<file path="src/design/sdt_pkg.sv">
package sdt_pkg;

    localparam int unsigned STEP_W = 8;

    // register word index on the config port
    localparam logic REG_RLL_MODE = 1'b0;

    typedef enum logic [2:0] {
        ACT_ADD_ENTERED = 3'd0,
        ACT_ADD_RAW     = 3'd1,
        ACT_DELETE      = 3'd2,
        ACT_CONVERT     = 3'd3,
        ACT_READ        = 3'd4
    } act_t;

    typedef enum logic [1:0] {
        STAT_DONE  = 2'd0,
        STAT_FULL  = 2'd1,
        STAT_RANGE = 2'd2
    } status_t;

    typedef enum logic [1:0] {
        S_IDLE,
        S_RUN,
        S_POST
    } state_t;

    typedef struct packed {
        logic [23:0]        cyl;
        logic [7:0]         hd;
        logic signed [31:0] bfi;
    } entry_t;

    typedef struct packed {
        logic              run;
        act_t              op;
        logic              rll;
        logic [STEP_W-1:0] step;
        logic [STEP_W-1:0] cnt;
        logic [STEP_W-1:0] idx;
    } ctrl_t;

    // true when a sorts strictly after b (cylinder, head, then signed bfi)
    function automatic logic entry_after(input entry_t a, input entry_t b);
        return {a.cyl, a.hd, ~a.bfi[31], a.bfi[30:0]} >
               {b.cyl, b.hd, ~b.bfi[31], b.bfi[30:0]};
    endfunction

    // d + d/2, truncating, saturated to 32 bits
    function automatic logic signed [31:0] scale_rll(input logic signed [31:0] d);
        logic signed [32:0] x;
        logic signed [32:0] h;
        logic signed [32:0] s;
        x = {d[31], d};
        h = $signed(x + 33'(d[31])) >>> 1;
        s = x + h;
        if (s[32] != s[31])
            return s[32] ? 32'sh8000_0000 : 32'sh7FFF_FFFF;
        return s[31:0];
    endfunction

    // d - d/3, truncating; magnitude never grows so no saturation needed
    function automatic logic signed [31:0] scale_plain(input logic signed [31:0] d);
        logic [31:0] mag;
        logic [63:0] prod;
        logic [30:0] q;
        mag  = d[31] ? (~d + 32'd1) : d;
        prod = {32'd0, mag} * 64'h0000_0000_AAAA_AAAB;
        q    = prod[63:33];
        return d[31] ? d + $signed({1'b0, q}) : d - $signed({1'b0, q});
    endfunction

endpackage

</file>
<file path="src/design/sdt_cell.sv">
module sdt_cell (
    input  logic            clk,
    input  logic            shift,
    input  sdt_pkg::entry_t d_in,
    output sdt_pkg::entry_t q
);
    import sdt_pkg::*;

    entry_t data_reg;

    always_ff @(posedge clk)
    begin
        if (shift)
        begin
            data_reg <= d_in;
        end
    end

    assign q = data_reg;

endmodule

</file>
<file path="config.mk">
export PLATFORM = sky130hd
export DESIGN_NAME = sdt_cell
export DESIGN_NICKNAME = d
export VERILOG_FILES = /design/src/design/sdt_pkg.sv /design/src/design/sdt_cell.sv
export SDC_FILE = /design/constraint.sdc
export NUM_CORES = 1
export LEC_CHECK = 0
export BUFFER_PORTS_ARGS = -buffer_cell sky130_fd_sc_hd__buf_2
export CORE_MARGIN = 3
export CORE_UTILIZATION = 43
export CTS_CLUSTER_SIZE = 16
export DETAILED_ROUTE_END_ITERATION = 10
export PLACE_DENSITY = 0.82
export RECOVER_POWER = 25
export SLEW_MARGIN = 20
export SYNTH_ARGS = -nofsm -noshare
export SYNTH_HDL_FRONTEND = slang
export SYNTH_SLANG_ARGS = --single-unit
export TNS_END_PERCENT = 10
</file>
<file path="constraint.sdc">
create_clock -name clk -period 0.8 [get_ports clk]
set_input_delay 0.2 -clock clk [delete_from_list [all_inputs] [get_ports clk]]
set_output_delay 0.2 -clock clk [all_outputs]
set_load 0.02 [all_outputs]
</file>
==> metrics.md <==
| Metric | Value |
|---|---|
| Status | complete, but fails checks |
| Violated checks | setup timing |
| Commonest non-fill, non-tap cell in the layout | buf_2 |
| Crit Path Max Fanout | 1 |
| HP Class | in -> reg |
| Post-synthesis cell type count | 1 |
| Num ports | 130 |
| Global placer's final weighted congestion | 0.6406 |
| Worst-path clk slew | 70 ps |
| Metal-1 WL | 1.348 mm |
| CP endpoint kind | output pin |
| Worst EP required | 600 ps |
| Max incr delay on CP | 410 ps |
| DRT iter0 DRCs | 82 |
| Root Driver | clkbuf_8 |
| CTS tree | built |
| Die Area | 0.005308 mm2 |
| Worst VDD drop | 1.641 mV |
| Mean post-synth cell area | 30.03 um2 |
| WP buf/inv | 1 |
| Post-synth top area cell | edfxtp_1 |
| Core Box Area | 0.004144 mm2 |
| Placed Instances | 245 |
| Largest net degree at the start of global routing | 38 |
| Proportion of layout cells with a drive suffix above 1 | 0.6967 |
| Crit share post-route | 1.372 |
| Yosys warning count | 0 |
| Final worst slack | -297.5 ps |
| CTS Hold Buffers Added | 0 |
| GRT Overall Usage | 0.1627 |
| Total gr overflow | 0 |
| Area grow syn2layout | 54.56% |
| Setup crit start kind | register |
| Final Hold Fails | 0 |
| Top layer in use | met4 |
| N_diodes | 0 |
| Minimum clock period | 1097 ps |
| Vias in the first global route | 1,232 |
| Pwr Density | 2762 mW/mm2 |
| Die H | 72.86 um |
| Fill count | 273 |
| Die Span X | 72.86 um |
| WL met2 | 2.326 mm |
| CP max-delay cell | edfxtp_1 |
| Starting Density | 0.4638 |
| Yosys top cell area share | 1.000 |
| Multi-input gates | 0 |
| Slew margin rel. | 0.8675 |
| Drt wl/cell | 16.20 um |
| Post-synthesis sequential area ratio | 1.000 |
| Finished Cell Area | 0.002970 mm2 |
| Buffers on Ports | 129 |
| Top Family by Delay on Critical Path | flip-flops |
| Mapped Cells | 64 |
| Row count | 23 |
| Yosys reg bits | 64 |
| Vias/cell | 4.502 |
| Leak | 1.291 nW |
| Reg area | 0.001922 mm2 |
| # nets final | 272 |
| RSZ-0062 raised after global routing | true |
| CP arrival | 900 ps |
| # DRC | 0 |
| Clk sinks | 64 |
| Non-filler instance count after layout | 261 |
| Critical path class | reg -> out |
| H-tree depth | 3 |
| Vias | 1,175 |
| Syn nets | 130 |
| Placed Area | 0.002670 mm2 |
| Synthesized cell area | 0.001922 mm2 |
| Most frequent cells in the layout | buf_2, edfxtp_1, clkbuf_8, buf_6, bufinv_16 |
| Initial antenna violation count | 0 |
| Max reg flops | 64 |
| Met3 wire length | 447 um |
| Max-cap check violation count | 0 |
| CTS buffer count | 9 |
| Fmax | 911.2 MHz |
| Final WL | 4.228 mm |
| Final setup viols | 64 |
| Slew @ Worst Pin | 198.8 ps |
| Antenna Nets Post-Route | 0 |
| Worst path cell trace | buf_6 |
| Global-route wire length before repair | 5.858 mm |
| Largest cells by area after synthesis | edfxtp_1 |
| DR pass1 iterations | 4 |
| Footprint of the multi-input gates | 0 um2 |
| Clk buf depth | 2 |
| Slew Viols, Final | 0 |
[through the flow]
stage | setup WS (ps) | hold WS (ps) | total power (W) | setup TNS (ps) | util
after floorplan | 150.5 | 298.9 | 0.004476 | 0 | -
final | -297.5 | 34.19 | 0.008205 | -16600 | 0.7168
after global placement | -80.91 | 376.2 | 0.004916 | -3794 | 0.6443
after CTS | -316.4 | 17.57 | 0.008258 | -17950 | 0.7077
after detailed placement | -93.78 | 378.1 | 0.004953 | -4551 | 0.6443
after global routing | -342.0 | 10.10 | 0.008490 | -19330 | 0.7168
[Yosys cell counts]
| library cell | instances |
|---|---|
| edfxtp_1 | 64 |
[logic make-up (layout without fill, tap and decap cells)]
| kind of cell | Yosys count | after routing | synth area share |
|---|---|---|---|
| buffers and inverters | 0 | 147 | 0 |
| DFF | 64 | 64 | 1.000 |
[final timing paths]
check,start,to,slack (ps),cells past startpoint
setup / recovery,q[29]$_DFFE_PP_,q[29],-300,1
hold / removal,d_in[53],q[53]$_DFFE_PP_,30,1
[per-layer routing]
| metal | global-route usage | vias up |
|---|---|---|
| met5 | 0 | - |
| met1 | 0.1446 | 541 |
| li1 | - | 546 |
| met2 | 0.2816 | 78 |
| met3 | 0.07438 | 10 |
| met4 | 0.1230 | 0 |
[area by class of cell]
type | count | share of cell area
sequential | 64 | 0.6470
tap | 50 | 0.02106
clock buffer | 9 | 0.04170
clock inverter | 7 | 0.04044
timing repair buffer | 131 | 0.2498
[power breakdown]
| group | total, W | internal (W) | switching (W) |
|---|---|---|---|
| Sequential | 0.00405 | 0.00398 | 0.0000686 |
| Combinational | 0.000873 | 0.000337 | 0.000536 |
| Clock | 0.00328 | 0.00207 | 0.00121 |
| Total | 0.00821 | 0.00639 | 0.00181 |
[what timing repair did]
item / CTS / global route
buffers inserted: 0 / 0
resized for setup: 6 / 12
endpoints found under the setup margin: 64 / 64
(Power assumes the default switching activity.)
